<file path="src/design/qau_pkg.sv">
`default_nettype none
package qau_pkg;
   localparam int CompWidth = 32;
   localparam int FracBits = 28;
   localparam int Lanes = 4;

   typedef enum logic [1:0] {
      FUNC_LOAD = 2'd0,
      FUNC_MUL  = 2'd1,
      FUNC_CONJ = 2'd2,
      FUNC_NORM = 2'd3
   } func_type;

   typedef enum logic [1:0] {
      STAT_OK   = 2'd0,
      STAT_SAT  = 2'd1,
      STAT_ZERO = 2'd2
   } status_type;

   typedef enum logic [2:0] {
      ST_IDLE,
      ST_MUL,
      ST_SUMSQ,
      ST_SQRT,
      ST_DIV,
      ST_DONE
   } state_type;

   // Sign patterns and operand selection for the Hamilton product:
   // lane L, term T multiplies held[T] by operand[ham_sel(L,T)].
   function automatic logic [1:0] ham_sel(input logic [1:0] lane, input logic [1:0] term);
      logic [1:0] r;
      r = lane ^ term;
      return r;
   endfunction

   function automatic logic ham_neg(input logic [1:0] lane, input logic [1:0] term);
      logic [15:0] tbl;
      // bit index lane*4+term; 1 means subtract
      // w: + - - -   i: + + + -   j: + - + +   k: + + - +
      tbl = 16'b0100_0010_1000_1110;
      return tbl[{lane, term}];
   endfunction
endpackage
`default_nettype wire

</file>
<file path="src/design/qau_sqrt.sv">
`default_nettype none
// Bit-serial integer square root, one result bit per cycle while step is high.
module qau_sqrt #(
   parameter int CW = qau_pkg::CompWidth
) (
   input  wire logic              clock,
   input  wire logic              reset,
   input  wire logic              start,
   input  wire logic              step,
   input  wire logic [2*CW+1:0]   radicand,
   output logic [CW:0]            root
);
   import qau_pkg::*;
   localparam int SW = 2*CW + 2;
   localparam int QW = CW + 1;

   logic [SW-1:0] rad_ff, rad_in;
   logic [SW+1:0] rem_ff, rem_in;
   logic [QW-1:0] q_ff, q_in;
   logic [SW+1:0] shifted, trial;

   always_comb begin
      rad_in = rad_ff;
      rem_in = rem_ff;
      q_in = q_ff;
      shifted = {rem_ff[SW-1:0], rad_ff[SW-1:SW-2]};
      trial = shifted - (SW+2)'({q_ff, 2'b01});
      if (start) begin
         rad_in = radicand;
         rem_in = '0;
         q_in = '0;
      end else if (step) begin
         rad_in = {rad_ff[SW-3:0], 2'b00};
         if (!trial[SW+1]) begin
            rem_in = trial;
            q_in = {q_ff[QW-2:0], 1'b1};
         end else begin
            rem_in = shifted;
            q_in = {q_ff[QW-2:0], 1'b0};
         end
      end
   end

   always_ff @(posedge clock) begin
      if (reset) begin
         q_ff <= '0;
      end else begin
         q_ff <= q_in;
      end
      rad_ff <= rad_in;
      rem_ff <= rem_in;
   end

   assign root = q_ff;
endmodule
`default_nettype wire

</file>
<file path="config.mk">
export PLATFORM = sky130hd
export DESIGN_NAME = qau_sqrt
export DESIGN_NICKNAME = d
export VERILOG_FILES = /design/src/design/qau_pkg.sv /design/src/design/qau_sqrt.sv
export SDC_FILE = /design/constraint.sdc
export NUM_CORES = 1
export LEC_CHECK = 0
export BUFFER_PORTS_ARGS = -buffer_cell sky130_fd_sc_hd__buf_2
export CAP_MARGIN = 10
export CORE_ASPECT_RATIO = 0.8
export CORE_MARGIN = 8
export CORE_UTILIZATION = 44
export CTS_BUF_LIST = sky130_fd_sc_hd__clkbuf_8
export DETAILED_ROUTE_END_ITERATION = 6
export GPL_TIMING_DRIVEN = 0
export SYNTH_ARGS = -nofsm -noshare
export SYNTH_HDL_FRONTEND = slang
export SYNTH_SLANG_ARGS = --single-unit
</file>
<file path="constraint.sdc">
create_clock -name clock -period 10.47 [get_ports clock]
set_clock_uncertainty 0.15 [all_clocks]
set_input_delay 1.5705 -clock clock [delete_from_list [all_inputs] [get_ports clock]]
set_output_delay 1.5705 -clock clock [all_outputs]
set_load 0.01 [all_outputs]
</file>
==> out/results.tsv <==
stage	metric	value	unit
placement	place_congestion	0.939	
timing	hold_viol	0	
drt	detail-route-antenna-nets	0	
clock_network	cts.clk_slew.worst_paths	0.11	ns
pwr	total_power	1.98	mW
die	num_rows	48	
pwr	seq_power_share	0.392	
timing	tns	0	ns
die	die_area	26700	sq um
placement	dp_hpwl	19200	um
yosys	synth_top_area_cell	dfxtp_1	
placement	place_ws	5.77	ns
die	coreArea	21400	sq um
pwr	power.switching	0.778	mW
worst_setup_path	path_depth	13	
grt	grt_pass1_vias	7953	
pwr	comb_power_share	0.370	
drt	drc	0	
layout	antenna_cells	0	
yosys	synth-edff-count	66	
clock_network	post_cts_resized	0	
min_path	hp-class	reg -> reg	
yosys	ys_warn_count	0	
worst_setup_path	r2r-end	rem_ff[64]	
timing	setup_viol	0	
grt	overflow	0	
layout	fin_nets	1256	
drt	via_count	8130	
clock_network	clock_sinks	165	
worst_setup_path	path_cells	inv_1 > ha_1 > clkbuf_1 > nand4_1 > nor3_1 > o211ai_1 > a2111oi_0 > o22ai_1 > nor4_1 > clkbuf_1 > nor3b_1 > o31ai_1 > a311oi_1	
grt	grtUsageTotal	0.195	
placement	post_dp_cell_area	10400	sq um
yosys	syn_avg_cell_area	9.26	sq um
yosys	syn_inst	1031	
timing	tightestPinTransition	1.00	ns
worst_setup_path	reg2reg_depth	13	
drt	vias_per_cell	5.65	
pwr	internal_power	1.21	mW
yosys	yosysSeqAreaShare	0.415	
yosys	synthesis.nets	1135	
drt	wl	26000	um
worst_setup_path	path_buf_inv	3	
clock_network	cts_tree	done	
yosys	synthTopCellsByArea	dfxtp_1 (21%), edfxtp_1 (21%), mux2_2 (7.5%)	
clock_network	worstSkewPairLatency	0.49	ns
pwr	vdd_drop_max	0.0000987	V
die	fp.dieW	181	um
drt	wl_per_cell	18.0	um
grt	antenna_found_initial	0	
layout	instances_no_fill	1440	
worst_setup_path	r2r_start	root[8]	
clock_network	cts_made_buffers	17	
layout	drive_gt1_frac	0.188	
pwr	power-per-cell-area	184	nW/um^2
timing	finalCritPeriodShare	0.466	
min_path	hp-start	rem_ff[11]	
layout	final_area	10800	sq um
layout	final_util	0.504	
grt	grt_max_degree	45	
yosys	yosys-top-cells-count	nor2_1 (122), nand2_1 (102), dfxtp_1 (99)	
worst_setup_path	cp-start-kind	flop	
worst_setup_path	critical_path_class	reg -> reg	
pwr	switching_share	0.392	
clock_network	cts.path.max_buffers	2	
worst_setup_path	worstPathRequired	10.69	ns
die	initial_core_util	0.445	
worst_setup_path	crit_fanout	10	
worst_setup_path	max_stage_delay	0.79	ns
die	die_h	148	um
layout	area_growth	13.2	%
timing	relSlewSlack	0.326	
placement	port-buffer-count	101	
worst_setup_path	crit_start	root[8]	
worst_setup_path	end_kind	flop	
worst_setup_path	crit_end	rem_ff[64]	
grt	grt_pass1_wl	42200	um
timing	finalCriticalPeriod	4.88	ns
worst_setup_path	critPathTopFamily	compound AO/OA/AOI/OAI gates	
timing	rsz0062_at_grt	no	
outcome	status	completed	
clock_network	cts_setup_buffers	0	
die	ioPinCount	103	
placement	dp_cells	1408	
drt	first_iter_violations	653	
drt	dr.pass1.iters	6	
clock_network	htreeDepth	4	
yosys	synthArstFlopShare	0	
yosys	yosys_most_used_dff	dfxtp_1	
timing	maxSlewViolCount	0	
clock_network	root_buffer	clkbuf_8	
yosys	yosysMostFrequentCell	nor2_1	
timing	whs	0.343	ns
worst_setup_path	crit_path_frequent_cell	clkbuf_1	
worst_setup_path	regToRegSetupSlack	5.59	ns
yosys	ys_ff_latch	165	
job	cap_violations	0	
timing	setup_ws	5.59	ns
worst_setup_path	critPathArrivalTime	5.10	ns
yosys	synth_top_area_share	0.207	
pwr	clock_power_share	0.237	
yosys	synth.cell_area	9550	sq um
timing	max_freq	0.205	GHz
clock_network	postCtsHoldBufs	0	
pwr	power.leakage	4.27	nW
yosys	ys_types	64	
worst_setup_path	crit_slowest_cell	a2111oi_0	
## placed cells by master (no fill, tap or decap), drive strengths merged, types with 3 or more instances in the layout
cell type | synthesis | routed
mux2i | 38 | 38
o21a | 10 | 10
clkinv | 0 | 6
nor3b | 6 | 6
o31ai | 7 | 7
a311oi | 42 | 42
mux2 | 64 | 64
nand2 | 102 | 102
a21oi | 49 | 49
and3 | 3 | 3
nor2 | 122 | 122
buf | 12 | 114
nor2b | 5 | 5
o21bai | 9 | 9
or3 | 28 | 28
xnor2 | 25 | 25
a211o | 6 | 6
nand2b | 7 | 7
nand3 | 9 | 9
xor2 | 17 | 17
edfxtp | 66 | 66
a2111oi | 3 | 3
inv | 46 | 55
and2 | 3 | 3
a211oi | 13 | 13
o41ai | 3 | 3
a21o | 10 | 10
o211ai | 7 | 7
clkbuf | 53 | 70
nand4 | 19 | 19
nor4 | 8 | 8
or2 | 4 | 4
o21ai | 41 | 41
or4 | 18 | 18
nor3 | 20 | 20
ha | 34 | 34
dfxtp | 99 | 99
## registers in the layout, indices dropped and copies added, names as in the netlist
name	flops
rad_ff	66
root	33
rem_ff	66
## logic make-up after synthesis
| family | after synthesis | synth area share |
|---|---|---|
| muxes | 102 | 0.115 |
| AOI/OAI and AO/OA | 215 | 0.155 |
| buffers and inverters | 111 | 0.0462 |
| DFF | 165 | 0.415 |
| xor gates and xnor gates | 42 | 0.0385 |
| adders and majority gates | 34 | 0.0445 |
| and+or+nand+nor | 362 | 0.185 |
## power by group through the flow
stage	registers [mW]	logic [mW]	clock network, mW
3_5_place_dp	0.793	0.714	0
4_1_cts	0.778	0.721	0.481
6_report	0.778	0.734	0.471
3_3_place_gp	0.792	0.714	0
5_1_grt	0.787	0.810	0.506
2_1_floorplan	0.779	0.540	0
## final cells by class
class / count / area [sq um]
Fill cell: 2060 / 10600
Multi-Input combinational cell: 755 / 5150
Sequential cell: 165 / 3960
Timing Repair Buffer: 102 / 526
Tap cell: 275 / 344
Buffer: 65 / 269
Clock buffer: 17 / 234
Inverter: 46 / 173
Clock inverter: 15 / 155
## worst min path at each step
stage	cells past startpoint	slack, ns	end
after floorplan	2	0.30	rem_ff[10]
after global placement	2	0.33	rem_ff[11]
after detailed placement	2	0.33	rem_ff[10]
after CTS	2	0.34	rem_ff[64]
after global routing	2	0.36	rem_ff[11]
final	2	0.34	rem_ff[11]
## worst min-delay path, stage by stage (launching register included)
cell and delay, ns:
dfxtp_1 0.34, nand2_1 0.05, o21ai_0 0.06
## per-layer routing
layer / vias to the layer above / track usage / share of wire
met5: - / 0 / 0
met4: 0 / 0.0582 / 0.014
li1: 4014 / - / -
met1: 3822 / 0.288 / 0.50
met2: 269 / 0.273 / 0.41
met3: 25 / 0.0483 / 0.079
Power figures use the tool's default switching activity.
