==> src/design/qau_pkg.sv <==
`default_nettype none
package qau_pkg;
   localparam int CompWidth = 32;
   localparam int FracBits = 28;
   localparam int Lanes = 4;

   typedef enum logic [1:0] {
      FUNC_LOAD = 2'd0,
      FUNC_MUL  = 2'd1,
      FUNC_CONJ = 2'd2,
      FUNC_NORM = 2'd3
   } func_type;

   typedef enum logic [1:0] {
      STAT_OK   = 2'd0,
      STAT_SAT  = 2'd1,
      STAT_ZERO = 2'd2
   } status_type;

   typedef enum logic [2:0] {
      ST_IDLE,
      ST_MUL,
      ST_SUMSQ,
      ST_SQRT,
      ST_DIV,
      ST_DONE
   } state_type;

   // Sign patterns and operand selection for the Hamilton product:
   // lane L, term T multiplies held[T] by operand[ham_sel(L,T)].
   function automatic logic [1:0] ham_sel(input logic [1:0] lane, input logic [1:0] term);
      logic [1:0] r;
      r = lane ^ term;
      return r;
   endfunction

   function automatic logic ham_neg(input logic [1:0] lane, input logic [1:0] term);
      logic [15:0] tbl;
      // bit index lane*4+term; 1 means subtract
      // w: + - - -   i: + + + -   j: + - + +   k: + + - +
      tbl = 16'b0100_0010_1000_1110;
      return tbl[{lane, term}];
   endfunction
endpackage
`default_nettype wire

==> src/design/qau_lane.sv <==
`default_nettype none
// One lane: accumulates products for one component, then runs a
// restoring divide of |c|*2^F by the root for normalize.
module qau_lane #(
   parameter int CW = qau_pkg::CompWidth,
   parameter int FB = qau_pkg::FracBits
) (
   input  wire logic                   clock,
   input  wire logic                   reset,
   input  wire logic                   acc_clear,
   input  wire logic                   acc_en,
   input  wire logic signed [CW-1:0]   mul_a,
   input  wire logic signed [CW-1:0]   mul_b,
   input  wire logic                   mul_neg,
   input  wire logic                   div_start,
   input  wire logic                   div_step,
   input  wire logic signed [CW-1:0]   div_num,
   input  wire logic [CW:0]            div_den,
   output logic signed [2*CW+2:0]      acc,
   output logic signed [CW+FB:0]       quot
);
   import qau_pkg::*;
   localparam int AW = 2*CW + 3;
   localparam int NW = CW + FB;
   localparam int RW = CW + 2;

   logic signed [2*CW-1:0] prod_ff, prod_in;
   logic                   pv_ff, pn_ff;
   logic signed [AW-1:0]   acc_ff, acc_in;
   logic [NW-1:0]          num_ff, num_in;
   logic [NW-1:0]          q_ff, q_in;
   logic [RW-1:0]          rem_ff, rem_in;
   logic                   sign_ff, sign_in;
   logic [RW-1:0]          trial;
   logic [CW-1:0]          mag_c;

   assign prod_in = mul_a * mul_b;
   assign mag_c = div_num[CW-1] ? CW'(-div_num) : CW'(div_num);

   always_comb begin
      acc_in = acc_ff;
      if (acc_clear) begin
         acc_in = '0;
      end else if (pv_ff) begin
         acc_in = pn_ff ? acc_ff - AW'(prod_ff) : acc_ff + AW'(prod_ff);
      end
   end

   always_comb begin
      num_in = num_ff;
      q_in = q_ff;
      rem_in = rem_ff;
      sign_in = sign_ff;
      trial = {rem_ff[RW-2:0], num_ff[NW-1]} - RW'(div_den);
      if (div_start) begin
         num_in = {mag_c, FB'(0)};
         q_in = '0;
         rem_in = '0;
         sign_in = div_num[CW-1];
      end else if (div_step) begin
         num_in = {num_ff[NW-2:0], 1'b0};
         if (!trial[RW-1]) begin
            rem_in = trial;
            q_in = {q_ff[NW-2:0], 1'b1};
         end else begin
            rem_in = {rem_ff[RW-2:0], num_ff[NW-1]};
            q_in = {q_ff[NW-2:0], 1'b0};
         end
      end
   end

   always_ff @(posedge clock) begin
      if (reset) begin
         pv_ff <= 1'b0;
      end else begin
         pv_ff <= acc_en;
      end
      pn_ff <= mul_neg;
      prod_ff <= prod_in;
      acc_ff <= acc_in;
      num_ff <= num_in;
      q_ff <= q_in;
      rem_ff <= rem_in;
      sign_ff <= sign_in;
   end

   assign acc = acc_ff;
   assign quot = sign_ff ? -$signed({1'b0, q_ff}) : $signed({1'b0, q_ff});
endmodule
`default_nettype wire

==> config.mk <==
export PLATFORM = sky130hd
export DESIGN_NAME = qau_lane
export DESIGN_NICKNAME = d
export VERILOG_FILES = /design/src/design/qau_pkg.sv /design/src/design/qau_lane.sv
export SDC_FILE = /design/constraint.sdc
export NUM_CORES = 2
export LEC_CHECK = 0
export BUFFER_PORTS_ARGS = -buffer_cell sky130_fd_sc_hd__buf_2
export CORE_MARGIN = 2
export CORE_UTILIZATION = 50
export DETAILED_ROUTE_END_ITERATION = 16
export GPL_TIMING_DRIVEN = 0
export PLACE_DENSITY = 0.66
export SYNTH_ARGS = -nofsm -noshare
export SYNTH_HDL_FRONTEND = slang
export SYNTH_SLANG_ARGS = --single-unit
export TNS_END_PERCENT = 30
==> constraint.sdc <==
create_clock -name clock -period 11.8 [get_ports clock]
set_clock_uncertainty 0.05 [all_clocks]
set_input_delay 2.36 -clock clock [delete_from_list [all_inputs] [get_ports clock]]
set_output_delay 2.36 -clock clock [all_outputs]
set_load 0.01 [all_outputs]
==> metrics list <==
* Fraction of the core area covered by cells at the end of the flow: 54.1%
* Via count of the first global-routing pass: 43,600
- First element of the critical path: mul_b[7]
- After synthesis the netlist holds a flip-flop and latch count of 259.
* Highest clock frequency the design can meet: 87.9 MHz
- HPWL after detailed placement: 146,000 um
* TritonCTS clock tree: yes
- Die area: 109,000 um^2
* Endpoint required time on the critical path: 12,200 ps
- STA classifies the critical path endpoint as a flip-flop.
* Total routing resource utilization after global routing: 32.4%
* RSZ-0062 raised after global routing: false
- The layout has 9,848 filler cells.
- By count the netlist is led by sky130_fd_sc_hd__fa_1, sky130_fd_sc_hd__inv_1, sky130_fd_sc_hd__nand2_1.
* Placeable core region: 105,000 um^2
* Routability congestion estimate: 1.05
- Synth Net Count: 7,401
* Initial Util: 50.5%
- The mapped netlist covers 53,100 um^2.
- In the synthesized netlist, the number of instances is 5,895.
- The first detailed-routing pass ran for 6 iterations.
- After clock tree synthesis, the setup repair step added 0 buffers.
- The floorplan step set the die width to 330 um.
* Area share of the largest cell type after synthesis: 40.9%
- Residual DRC: 0
- In this design, the stage delay of the slowest critical-path cell is 840 ps.
- Summing the sequential cell areas from Yosys gives 10.4% of the chip area.
- Nature of the critical path startpoint: input port
* Layout net count: 7,689
- In this run, the number of DRC markers left after iteration 0 of detailed routing was 3,573.
- For this run, the number of Yosys warnings is 0.
- Final Routed Wirelength: 174,000 um
- After detailed placement, the total cell area comes to 56,200 um^2.
- I/O Pins: 264
* Growth of design area from synthesis to finish: 7.28%
- The worst setup path is of the in -> reg kind.
- Avg Cell Area, Syn: 9.01 um^2
* Number of maximum-capacitance constraint violations: 0
- Clock root buffer: sky130_fd_sc_hd__clkbuf_16
* Fin area: 57,000 um^2
- In this run the tool buffered the top-level ports with 262 buffer cells.
* Htree depth: 1
* Clock period minus final worst setup slack: 11,370 ps
* Number of buffers added to fix hold violations after cts: 0
* Cell variety after synth: 76
* Floorplan row count: 119
- Crit-path most repeated cell: sky130_fd_sc_hd__fa_1
- Share of flip-flops with an asynchronous set or reset after synthesis: 0%
* Post-route ant nets: 0
- Antenna violations before repair: 11
- Synth area leader: sky130_fd_sc_hd__fa_1
- Vias after detailed routing: 42,400
* Residual overflow from global routing: 0
- Number of gates resized after cts: 0
- Final hold analysis gives a worst-case slack of 428 ps.
* Cell with the largest stage delay on the worst path: sky130_fd_sc_hd__clkbuf_1
- Summed over all failing endpoints, the final setup total negative slack is 0 ps.
- The worst register-to-register path begins at prod_ff[22].
- Measured against its own limit, the worst slew margin works out to 9.89%.
- Clock input transition at the sequential cells of the worst setup and hold paths: 60 ps
* Cell with the most instances after synthesis: sky130_fd_sc_hd__fa_1
- In the synthesized netlist the dominant register cell turns out to be sky130_fd_sc_hd__dfxtp_1.
- The first global-routing pass estimated 263,000 um of wire.
- Counting every sink on the clock net gives 259.
- Final hold viol count: 0
* Measured slew at the worst slew-check pin: 1350 ps
- Along the worst path, the maximum fanout reaches 10.
* Clk Latency, worst-skew pair: 550 ps
* Number of enable flip-flop cells after synthesis: 33
- Fraction of layout instances using a drive strength above 1: 5.35%
- In the final routed layout, each cell accounts on average for 22.9 um.
- In the finished design, the share of the clock period the worst path needs comes to 96.4%.
* Worst Min Path Start: acc[62]
- Largest net degree at the start of global routing: 33
- Sorting the synthesized cells by area gives the leading types as sky130_fd_sc_hd__fa_1, sky130_fd_sc_hd__dfxtp_1, sky130_fd_sc_hd__inv_1, sky130_fd_sc_hd__ha_1, sky130_fd_sc_hd__and2_1.
* Number of max-slew violations in the final report: 0
- Buffers from clock root to sink, at most: 3
- The setup check on the worst reg-to-reg path leaves a slack of 5640 ps.
- Clock buffers created by TritonCTS: 24
- The path class of the tightest hold or removal check is reg -> reg.
- Data arrives at the worst endpoint at 11,770 ps.
- The run finished with clean final reports.
* Chip height: 330 um
- Setup-violating endpoint count in the final report: 0
- Number of vias per cell: 5.58
## state kept, by name, indices dropped and copies added, names as in the netlist
signal and flops:
rem_ff 33, q_ff 60, pn_ff 1, acc 67
num_ff 32, sign_ff 1, pv_ff 1, prod_ff 64
## final timing paths
kind / to / depth (start not counted)
worst max-delay path: prod_ff[61] / 27
worst min-delay path: acc[62] / 2
worst max register to register: acc[61] / 18
worst min register to register: acc[62] / 2
## cells in the final DEF, fill, tap and decap left out, drive strengths merged, types with 28 or more instances in the layout
master	count
fa	1084
o21ai	135
a211oi	47
nand3	39
xor2	81
a21o	86
and2	519
edfxtp	33
nor2b	28
dfxtp	226
nand2b	41
a21oi	230
nor2	333
nor3	49
clkbuf	318
ha	286
buf	273
nand2	626
or3	36
mux2i	131
xnor2	225
o31ai	31
inv	1035
## cell families after synthesis
| family | count (synthesis) | share of synthesized area (%) |
|---|---|---|
| AND/OR/NAND/NOR | 1777 | 16.4 |
| adder cells (fa/ha/maj) | 1370 | 47.6 |
| buffers and inverters | 1335 | 9.44 |
| AO/OA/AOI/OAI | 715 | 8.59 |
| XOR/XNOR | 306 | 5.05 |
| flip-flops | 259 | 10.4 |
| multiplexers | 133 | 2.51 |
## worst max-delay path: cells and delay by family
family	cells	cell delay, ps
AO/OA/AOI/OAI	5	1680
adder cells (fa/ha/maj)	9	4410
buffers and inverters	6	1240
AND/OR/NAND/NOR	7	2050
## stage by stage
step | setup slack [ps] | cells
floorplan | 2090 | 5895
global placement | 82.6 | 7548
detailed placement | 48.4 | 7548
CTS | 635 | 7592
global route | 349 | 7594
finish | 428 | 7599
## metal layers
metal	up-vias	wire length (um)	GRT usage (%)
met2	2054	79000	52.2
met4	2	9220	14.0
met1	21100	67800	41.7
li1	18800	-	-
met5	-	12	0
met3	423	18200	7.65
## final cells by class
type | count | area [um^2] | area share, %
multi-input cells | 4301 | 42600 | 74.7
flip-flops and latches | 259 | 5520 | 9.68
inverters | 1032 | 3870 | 6.80
well taps | 1391 | 1740 | 3.05
repair buffers | 262 | 1310 | 2.30
plain buffers | 303 | 1140 | 2.00
clock buffers | 26 | 618 | 1.08
clock inverters | 18 | 178 | 0.312
diodes | 7 | 17.5 | 0.0307
Power is left out: the tool's default activity adds up to more than one toggle a clock period on the data nets, which glitch-free logic cannot reach.
